===== src/rtl/core/mie_pkg.sv =====
package mie_pkg;

   // Field widths of the request and response beats.
   localparam int WIDTH = 32;
   localparam int VW    = WIDTH + 1;

   // Cofactor width. The arithmetic wraps at this width, and the true values stay well inside it.
   localparam int CW    = WIDTH + 3;

   // Width of the divider's alignment counter. It must hold up to VW - 1.
   localparam int CNTW  = $clog2(VW);

   // Response status codes.
   localparam logic [1:0] ST_OK          = 2'd0;
   localparam logic [1:0] ST_NOT_INVERT  = 2'd1;
   localparam logic [1:0] ST_BAD_MODULUS = 2'd2;

   typedef struct packed {
      logic signed [VW-1:0] value;
      logic [WIDTH-1:0]     modulus;
   } req_type;

   typedef struct packed {
      logic [WIDTH-1:0] inverse;
      logic [WIDTH-1:0] divisor;
      logic [1:0]       status;
   } rsp_type;

   // Command to the shared divider. It also accumulates quotient * mult.
   typedef struct packed {
      logic             start;
      logic [VW-1:0]    dividend;
      logic [WIDTH-1:0] divisor;
      logic [CW-1:0]    mult;
   } div_cmd_type;

   typedef struct packed {
      logic             done;
      logic [WIDTH-1:0] remainder;
      logic [CW-1:0]    product;
   } div_rsp_type;

endpackage


===== src/rtl/core/mie_divider.sv =====
module mie_divider (
   input  logic                 clock,
   input  logic                 reset,
   input  mie_pkg::div_cmd_type cmd,
   output mie_pkg::div_rsp_type rsp
);
   import mie_pkg::*;

   typedef enum logic [1:0] {PH_IDLE, PH_ALIGN, PH_SUB} phase_type;

   phase_type       phase_ff, phase_in;
   logic [VW-1:0]   rem_ff, rem_in;
   logic [VW-1:0]   div_ff, div_in;
   logic [CNTW-1:0] cnt_ff, cnt_in;
   logic [CW-1:0]   prod_ff, prod_in;
   logic [CW-1:0]   mult_ff, mult_in;
   logic            done_ff, done_in;
   logic [VW:0]     div_dbl;
   logic            fits;

   // The unit first shifts the divisor up under the dividend.
   // It then does one restoring subtract per cycle, MSB first.
   // Each quotient bit also folds mult into the running product.
   always_comb begin
      div_dbl  = {div_ff, 1'b0};
      fits     = (rem_ff >= div_ff);
      phase_in = phase_ff;
      rem_in   = rem_ff;
      div_in   = div_ff;
      cnt_in   = cnt_ff;
      prod_in  = prod_ff;
      mult_in  = mult_ff;
      done_in  = 1'b0;
      case (phase_ff)
         PH_IDLE: begin
            if (cmd.start) begin
               rem_in   = cmd.dividend;
               div_in   = {1'b0, cmd.divisor};
               mult_in  = cmd.mult;
               prod_in  = '0;
               cnt_in   = '0;
               phase_in = PH_ALIGN;
            end
         end
         PH_ALIGN: begin
            if (div_dbl <= {1'b0, rem_ff}) begin
               div_in = div_dbl[VW-1:0];
               cnt_in = cnt_ff + 1'b1;
            end else begin
               phase_in = PH_SUB;
            end
         end
         PH_SUB: begin
            if (fits) begin
               rem_in = rem_ff - div_ff;
            end
            prod_in = {prod_ff[CW-2:0], 1'b0} + ({CW{fits}} & mult_ff);
            if (cnt_ff == '0) begin
               phase_in = PH_IDLE;
               done_in  = 1'b1;
            end else begin
               div_in = div_ff >> 1;
               cnt_in = cnt_ff - 1'b1;
            end
         end
         default: begin
            phase_in = PH_IDLE;
         end
      endcase
   end

   // Hold the state and the registered results.
   always_ff @(posedge clock) begin
      if (reset) begin
         phase_ff <= PH_IDLE;
         done_ff  <= 1'b0;
      end else begin
         phase_ff <= phase_in;
         done_ff  <= done_in;
      end
      rem_ff  <= rem_in;
      div_ff  <= div_in;
      cnt_ff  <= cnt_in;
      prod_ff <= prod_in;
      mult_ff <= mult_in;
   end

   assign rsp.done      = done_ff;
   assign rsp.remainder = rem_ff[WIDTH-1:0];
   assign rsp.product   = prod_ff;

`ifndef NO_ASSERTIONS
   // Restoring division needs the remainder below twice the current divisor.
   a_sub_bound: assert property (@(posedge clock) disable iff (reset)
      (phase_ff == PH_SUB) |-> ({1'b0, rem_ff} < div_dbl))
      else $error("divider remainder out of range during subtract");

   // The final remainder lies below the unshifted divisor.
   a_done_rem: assert property (@(posedge clock) disable iff (reset)
      done_ff |-> (rem_ff < div_ff))
      else $error("divider finished with remainder not below divisor");

   // The alignment shift never passes the dividend width.
   a_cnt_range: assert property (@(posedge clock) disable iff (reset)
      (phase_ff != PH_IDLE) |-> (cnt_ff < CNTW'(VW)))
      else $error("divider alignment count overflow");
`endif

endmodule


===== src/rtl/core/modular_inverse_extended_euclid.sv =====
// Channel   Direction  Handshake             Payload
// req_      in         req_valid/req_stall   mie_pkg::req_type (value, modulus)
// rsp_      out        rsp_valid/rsp_stall   mie_pkg::rsp_type (inverse, divisor, status)
//
// One shift-subtract divider is shared by the first reduction and every Euclid round.
// Consecutive Fibonacci operands take the most rounds; a modulus below two skips the divider.
// The block takes one item at a time. req_stall is high from acceptance until the result
// is loaded into the output register. It can accept the next item while that result waits.
// Reset is synchronous and clears the sequencer, the divider and the output valid.
module modular_inverse_extended_euclid (
   input  logic             clock,
   input  logic             reset,
   input  logic             req_valid,
   output logic             req_stall,
   input  mie_pkg::req_type req_data,
   output logic             rsp_valid,
   input  logic             rsp_stall,
   output mie_pkg::rsp_type rsp_data
);
   import mie_pkg::*;

   typedef enum logic [2:0] {S_IDLE, S_REDUCE, S_LOOP, S_DIVIDE, S_FINISH} state_type;

   state_type        state_ff, state_in;
   logic [WIDTH-1:0] m_ff, m_in;
   logic [WIDTH-1:0] a_ff, a_in;
   logic [WIDTH-1:0] b_ff, b_in;
   logic [CW-1:0]    c0_ff, c0_in;
   logic [CW-1:0]    c1_ff, c1_in;
   logic             neg_ff, neg_in;
   logic             bad_ff, bad_in;
   logic             rsp_valid_ff, rsp_valid_in;
   rsp_type          rsp_data_ff, rsp_data_in;

   div_cmd_type      div_cmd;
   div_rsp_type      div_rsp;

   logic             accept;
   logic             out_free;
   logic [VW-1:0]    mag;
   logic [WIDTH-1:0] red_adj;
   logic [CW-1:0]    t_next;
   logic [CW-1:0]    m_ext;
   logic [CW-1:0]    c0_fix;
   logic [CW-1:0]    x_val;
   logic             c0_neg;
   logic             c0_high;

   mie_divider u_divider (
      .clock (clock),
      .reset (reset),
      .cmd   (div_cmd),
      .rsp   (div_rsp)
   );

   // Handshake and magnitude of the incoming value.
   assign req_stall = (state_ff != S_IDLE);
   assign accept    = req_valid && !req_stall;
   assign out_free  = !rsp_valid_ff || !rsp_stall;
   assign mag       = req_data.value[VW-1] ? (~req_data.value + 1'b1) : req_data.value;

   // Divider commands: the reduction at acceptance of a modulus of two or more, then one per Euclid round.
   always_comb begin
      div_cmd.start    = (accept && (req_data.modulus >= WIDTH'(2)))
                         || ((state_ff == S_LOOP) && (b_ff != '0));
      div_cmd.dividend = (state_ff == S_IDLE) ? mag : {1'b0, a_ff};
      div_cmd.divisor  = (state_ff == S_IDLE) ? req_data.modulus : b_ff;
      div_cmd.mult     = (state_ff == S_IDLE) ? '0 : c1_ff;
   end

   // Arithmetic around the divider: sign fix-up, cofactor update and final normalization.
   always_comb begin
      red_adj = (neg_ff && (div_rsp.remainder != '0)) ? (m_ff - div_rsp.remainder)
                                                      : div_rsp.remainder;
      t_next  = c0_ff - div_rsp.product;
      m_ext   = {{(CW-WIDTH){1'b0}}, m_ff};
      c0_neg  = c0_ff[CW-1];
      c0_high = !c0_neg && (c0_ff >= m_ext);
      c0_fix  = c0_neg ? (c0_ff + m_ext) : (c0_ff - m_ext);
      x_val   = (c0_neg || c0_high) ? c0_fix : c0_ff;
   end

   // Sequencer.
   always_comb begin
      state_in     = state_ff;
      m_in         = m_ff;
      a_in         = a_ff;
      b_in         = b_ff;
      c0_in        = c0_ff;
      c1_in        = c1_ff;
      neg_in       = neg_ff;
      bad_in       = bad_ff;
      rsp_data_in  = rsp_data_ff;
      rsp_valid_in = rsp_valid_ff && rsp_stall;
      case (state_ff)
         S_IDLE: begin
            if (accept) begin
               m_in     = req_data.modulus;
               neg_in   = req_data.value[VW-1];
               bad_in   = (req_data.modulus < WIDTH'(2));
               state_in = (req_data.modulus < WIDTH'(2)) ? S_FINISH : S_REDUCE;
            end
         end
         S_REDUCE: begin
            if (div_rsp.done) begin
               a_in     = red_adj;
               b_in     = m_ff;
               c0_in    = CW'(1);
               c1_in    = '0;
               state_in = S_LOOP;
            end
         end
         S_LOOP: begin
            state_in = (b_ff == '0) ? S_FINISH : S_DIVIDE;
         end
         S_DIVIDE: begin
            if (div_rsp.done) begin
               c0_in    = c1_ff;
               c1_in    = t_next;
               a_in     = b_ff;
               b_in     = div_rsp.remainder;
               state_in = S_LOOP;
            end
         end
         S_FINISH: begin
            if (out_free) begin
               rsp_valid_in = 1'b1;
               if (bad_ff) begin
                  rsp_data_in.inverse = '0;
                  rsp_data_in.divisor = '0;
                  rsp_data_in.status  = ST_BAD_MODULUS;
               end else if (a_ff != WIDTH'(1)) begin
                  rsp_data_in.inverse = '0;
                  rsp_data_in.divisor = a_ff;
                  rsp_data_in.status  = ST_NOT_INVERT;
               end else begin
                  rsp_data_in.inverse = x_val[WIDTH-1:0];
                  rsp_data_in.divisor = WIDTH'(1);
                  rsp_data_in.status  = ST_OK;
               end
               state_in = S_IDLE;
            end
         end
         default: begin
            state_in = S_IDLE;
         end
      endcase
   end

   // State and the output register.
   always_ff @(posedge clock) begin
      if (reset) begin
         state_ff     <= S_IDLE;
         rsp_valid_ff <= 1'b0;
      end else begin
         state_ff     <= state_in;
         rsp_valid_ff <= rsp_valid_in;
      end
      m_ff        <= m_in;
      a_ff        <= a_in;
      b_ff        <= b_in;
      c0_ff       <= c0_in;
      c1_ff       <= c1_in;
      neg_ff      <= neg_in;
      bad_ff      <= bad_in;
      rsp_data_ff <= rsp_data_in;
   end

   assign rsp_valid = rsp_valid_ff;
   assign rsp_data  = rsp_data_ff;

`ifndef NO_ASSERTIONS
   // The divider reports only while the sequencer waits for it.
   a_done_state: assert property (@(posedge clock) disable iff (reset)
      div_rsp.done |-> ((state_ff == S_REDUCE) || (state_ff == S_DIVIDE)))
      else $error("divider finished outside a waiting state");

   // A new response beat comes only out of the finish state.
   a_rsp_source: assert property (@(posedge clock) disable iff (reset)
      $rose(rsp_valid_ff) |-> $past(state_ff == S_FINISH))
      else $error("response raised outside finish");

   // A Euclid round never divides by zero.
   a_nonzero_div: assert property (@(posedge clock) disable iff (reset)
      (state_ff == S_DIVIDE) |-> (b_ff != '0))
      else $error("division by zero in Euclid round");
`endif

endmodule


===== config.mk =====
export PLATFORM = sky130hd
export DESIGN_NAME = modular_inverse_extended_euclid
export DESIGN_NICKNAME = d
export VERILOG_FILES = /design/src/rtl/core/mie_pkg.sv /design/src/rtl/core/mie_divider.sv /design/src/rtl/core/modular_inverse_extended_euclid.sv
export SDC_FILE = /design/constraint.sdc
export NUM_CORES = 1
export LEC_CHECK = 0
export ABC_CLOCK_PERIOD_IN_PS = 8830
export BUFFER_PORTS_ARGS = -buffer_cell sky130_fd_sc_hd__buf_2
export CAP_MARGIN = 20
export CORE_MARGIN = 2
export CORE_UTILIZATION = 44
export CTS_BUF_LIST = sky130_fd_sc_hd__clkbuf_4 sky130_fd_sc_hd__clkbuf_8
export DETAILED_ROUTE_END_ITERATION = 16
export GPL_ROUTABILITY_DRIVEN = 0
export GPL_TIMING_DRIVEN = 0
export PLACE_DENSITY = 0.61
export RECOVER_POWER = 50
export SLEW_MARGIN = 20
export SYNTH_ARGS = -nofsm -noshare
export SYNTH_HDL_FRONTEND = slang
export SYNTH_SLANG_ARGS = --single-unit

===== constraint.sdc =====
create_clock -name clock -period 8.83 [get_ports clock]
set_input_delay 1.3245 -clock clock [delete_from_list [all_inputs] [get_ports clock]]
set_output_delay 1.3245 -clock clock [all_outputs]
set_load 0.01 [all_outputs]

==> flow_metrics.py <==
metrics = {
    "run_status": {
        "outcome": "finished with violations",
        "violations": "max-capacitance violations, max-slew violations",
    },
    "grt": {
        "grt_first_pass_wirelength_mm": 146.4,
        "grt.overflow.total": 0,
        "first_global_vias": 24110,
        "track_usage": 0.3022,
        "grt_max_degree": 46,
        "grt_antenna_before_repair": 3,
    },
    "placement": {
        "place_area_um2": 29720,
        "hpwl_mm": 77.38,
        "dp_cells": 3888,
        "io_buffers": 136,
        "pre_cts_ws_ns": 2.547,
    },
    "worst_setup_path": {
        "arrival_ns": 7.09,
        "start_kind": "register",
        "r2r_slack_ns": 2.03,
        "slowest_stage": "clkbuf_1",
        "worst_path_largest_cell_delay_ns": 1.97,
        "path_max_fanout": 43,
        "crit_path_end_kind": "register",
        "critPathMostFrequentCell": "clkbuf_1",
        "cp_cell_sequence": "clkbuf_1, nor2b_1, clkbuf_1, clkbuf_1, and2_0, clkbuf_1, clkbuf_1",
        "worstSetupPathType": "reg -> reg",
        "worstPathRequired_ns": 9.12,
    },
    "sta": {
        "post-route-period-util": 0.7704,
        "final_hold_viol_count": 0,
        "min_period_ns": 6.803,
        "fmax_mhz": 147.0,
        "setup_viol": 0,
        "drv_slew": 94,
        "fin_setup_tns_ns": 0,
        "max_slew_margin": -0.7855,
        "worst_pin_slew_ns": 2.678,
        "clock_skew_ns": 0.04551,
        "hold_slack_ns": 0.5026,
        "fin_ws_ns": 2.027,
        "rsz0062_at_grt": "false",
    },
    "clocking": {
        "cts_hold_buf": 0,
        "clk_pin_slew_ns": 0.06,
        "cts-root-buf": "clkbuf_8",
        "cts-htree-levels": 3,
        "tritoncts": "yes",
        "worstSkewPairLatency_ns": 0.70,
        "cts_resized": 0,
        "post-cts-setup-buffer-count": 0,
        "clock_path_buffers": 3,
        "cts_num_sinks": 383,
        "numCtsBuffers": 73,
    },
    "die": {
        "fp.dieW_um": 254.6,
        "die_h_um": 254.6,
        "io_pins": 137,
        "die_area_um2": 64820,
        "core.rowCount": 91,
        "coreArea_um2": 61940,
        "start_util": 0.4461,
    },
    "pwr": {
        "sequentialPowerShare": 0.312,
        "ir_drop_v": 0.0001497,
        "comb_power_share": 0.487,
        "power.density_nw_per_um2": 279.9,
        "p_int_mw": 4.878,
        "switching_share": 0.4349,
        "p_total_mw": 8.633,
        "power.leakage_nw": 12.06,
        "switchingPower_mw": 3.755,
        "pwr-share-clk": 0.201,
    },
    "final_layout": {
        "area.growth.synth_to_final_pct": 11.64,
        "layoutNonFillerInstCount": 4021,
        "nFillCells": 5911,
        "fin_area_um2": 30850,
        "regArea_um2": 11430,
        "nets": 3438,
        "drive_gt1_frac": 0.06388,
        "multi_input_area_um2": 15090,
        "utilization": 0.4980,
    },
    "synthesis": {
        "syn_area_um2": 27630,
        "avgSynthCellArea_um2": 9.525,
        "yosys_warnings": 0,
        "synth_ff_type": "edfxtp_1",
        "yosys_register_bits": 383,
        "syn-num-nets": 3213,
        "synth_cells": 2901,
        "post_synth_num_cell_types": 87,
        "async_flop_share": 0,
        "synth-seq-area-share": 0.4137,
        "synth_edf_count": 376,
    },
    "drt": {
        "avgViaCountPerCell": 6.210,
        "drt_iter0_drc": 2923,
        "met3_length_mm": 9.667,
        "top_layer": "met5",
        "wl_per_cell_um": 24.61,
        "wl_mm": 98.95,
        "met1_length_mm": 40.44,
        "ant_nets": 0,
        "route.detailed.drc": 0,
        "drtPass1Iterations": 6,
        "dr_wl_met2_mm": 43.59,
        "vias": 24970,
    },
    "run": {
        "drv_cap": 3,
    },
    "worst_hold_path": {
        "min_path_type": "reg -> reg",
    },
}
[kinds of logic (layout without fill, tap and decap cells)]
| group | after synthesis | in the layout | synth area share |
|---|---|---|---|
| simple gates | 938 | 938 | 0.1726 |
| compound gates | 833 | 833 | 0.1949 |
| flops | 383 | 383 | 0.4137 |
| buf+inv | 301 | 578 | 0.04130 |
| fa+ha+maj | 243 | 243 | 0.1117 |
| xor+xnor | 176 | 176 | 0.05606 |
| mux | 27 | 27 | 0.009826 |
| other cells | 0 | 6 | 0 |
[critical path: cells and delay by family, from the launching register on]
kind | cells | cell delay (ns)
buffers and inverters | 5 | 4.61
and+or+nand+nor | 2 | 1.43
DFF | 1 | 0.29
[power by group through the flow]
stage	sequential (mW)	clock, mW	combinational [mW]
2_1_floorplan	2.57	0	2.95
5_1_grt	2.70	1.82	4.58
3_5_place_dp	2.71	0	4.07
4_1_cts	2.67	1.75	4.10
6_report	2.69	1.74	4.20
3_3_place_gp	2.73	0	3.89
[sequential cells by signal, indices dropped and copies added, names as in the netlist]
| signal | count |
|---|---|
| rsp_data | 66 |
| c0_ff | 35 |
| c1_ff | 35 |
| u_divider.mult_ff | 35 |
| u_divider.prod_ff | 35 |
| u_divider.div_ff | 33 |
| u_divider.rem_ff | 33 |
| a_ff | 32 |
| b_ff | 32 |
| m_ff | 32 |
| u_divider.cnt_ff | 6 |
| state_ff | 3 |
| u_divider.phase_ff | 2 |
| bad_ff | 1 |
| neg_ff | 1 |
| rsp_valid | 1 |
| u_divider.done_ff | 1 |
[path summary, 6_finish.rpt]
path              cells past startpoint                      from                 endpoint
setup reg to reg                      7  state_ff[2]$_SDFFE_PP0P_  c0_ff[25]$_SDFFCE_PN0P_
hold / removal                        2      rsp_valid$_SDFF_PP0_     rsp_valid$_SDFF_PP0_
setup / recovery                      7  state_ff[2]$_SDFFE_PP0P_  c0_ff[25]$_SDFFCE_PN0P_
hold reg to reg                       2      rsp_valid$_SDFF_PP0_     rsp_valid$_SDFF_PP0_
[routing by layer]
metal,vias up,track usage
met5,-,0
met4,2,0.1494
met3,338,0.05920
met2,1391,0.4716
met1,11970,0.4016
li1,11270,-
[layout by cell type, fill, tap and decap left out, drive strengths merged, types with 60 or more instances in the layout]
master	instances
a21o	107
a21oi	219
and2	119
and3	60
clkbuf	306
edfxtp	376
ha	237
inv	189
nand2	264
nor2	197
o21ai	183
xnor2	98
xor2	78
[cell type report]
class,instances,area share
multi-input cells,2217,0.4892
flip-flops and latches,383,0.3706
clock buffers,95,0.03813
well taps,837,0.03395
repair buffers,150,0.02438
inverters,186,0.02263
plain buffers,115,0.01436
clock inverters,32,0.006327
diodes,6,0.0004867
[cell usage after synthesis, types with 6 or more instances]
cell | count | share of area
a211oi_1 | 28 | 0.0076
a21boi_0 | 10 | 0.0027
a21o_1 | 107 | 0.029
a21oi_1 | 218 | 0.039
a221oi_1 | 38 | 0.012
a311oi_1 | 6 | 0.0019
a31o_2 | 8 | 0.0025
a31oi_1 | 58 | 0.013
a41oi_1 | 10 | 0.0032
and2_1 | 119 | 0.027
and3_1 | 60 | 0.014
buf_1 | 9 | 0.0012
clkbuf_1 | 102 | 0.014
dfxtp_1 | 7 | 0.0051
edfxtp_1 | 376 | 0.41
fa_1 | 6 | 0.0043
ha_1 | 237 | 0.11
inv_1 | 184 | 0.025
mux2i_1 | 26 | 0.0094
nand2_1 | 264 | 0.036
nand2b_1 | 26 | 0.0059
nand3_1 | 39 | 0.0071
nand3b_1 | 6 | 0.0016
nand4_1 | 40 | 0.0091
nor2_1 | 196 | 0.027
nor2b_1 | 28 | 0.0063
nor3_1 | 45 | 0.0082
nor4_1 | 50 | 0.011
o211ai_1 | 27 | 0.0073
o21a_1 | 29 | 0.0079
o21ai_0 | 179 | 0.032
o21bai_1 | 21 | 0.0057
o31a_1 | 7 | 0.0022
o31ai_1 | 24 | 0.0065
o41ai_1 | 8 | 0.0025
or2_2 | 9 | 0.0020
or3_1 | 14 | 0.0032
or4_1 | 14 | 0.0038
xnor2_1 | 97 | 0.031
xor2_1 | 78 | 0.025
Note: power is estimated with default switching activity, not from simulation.
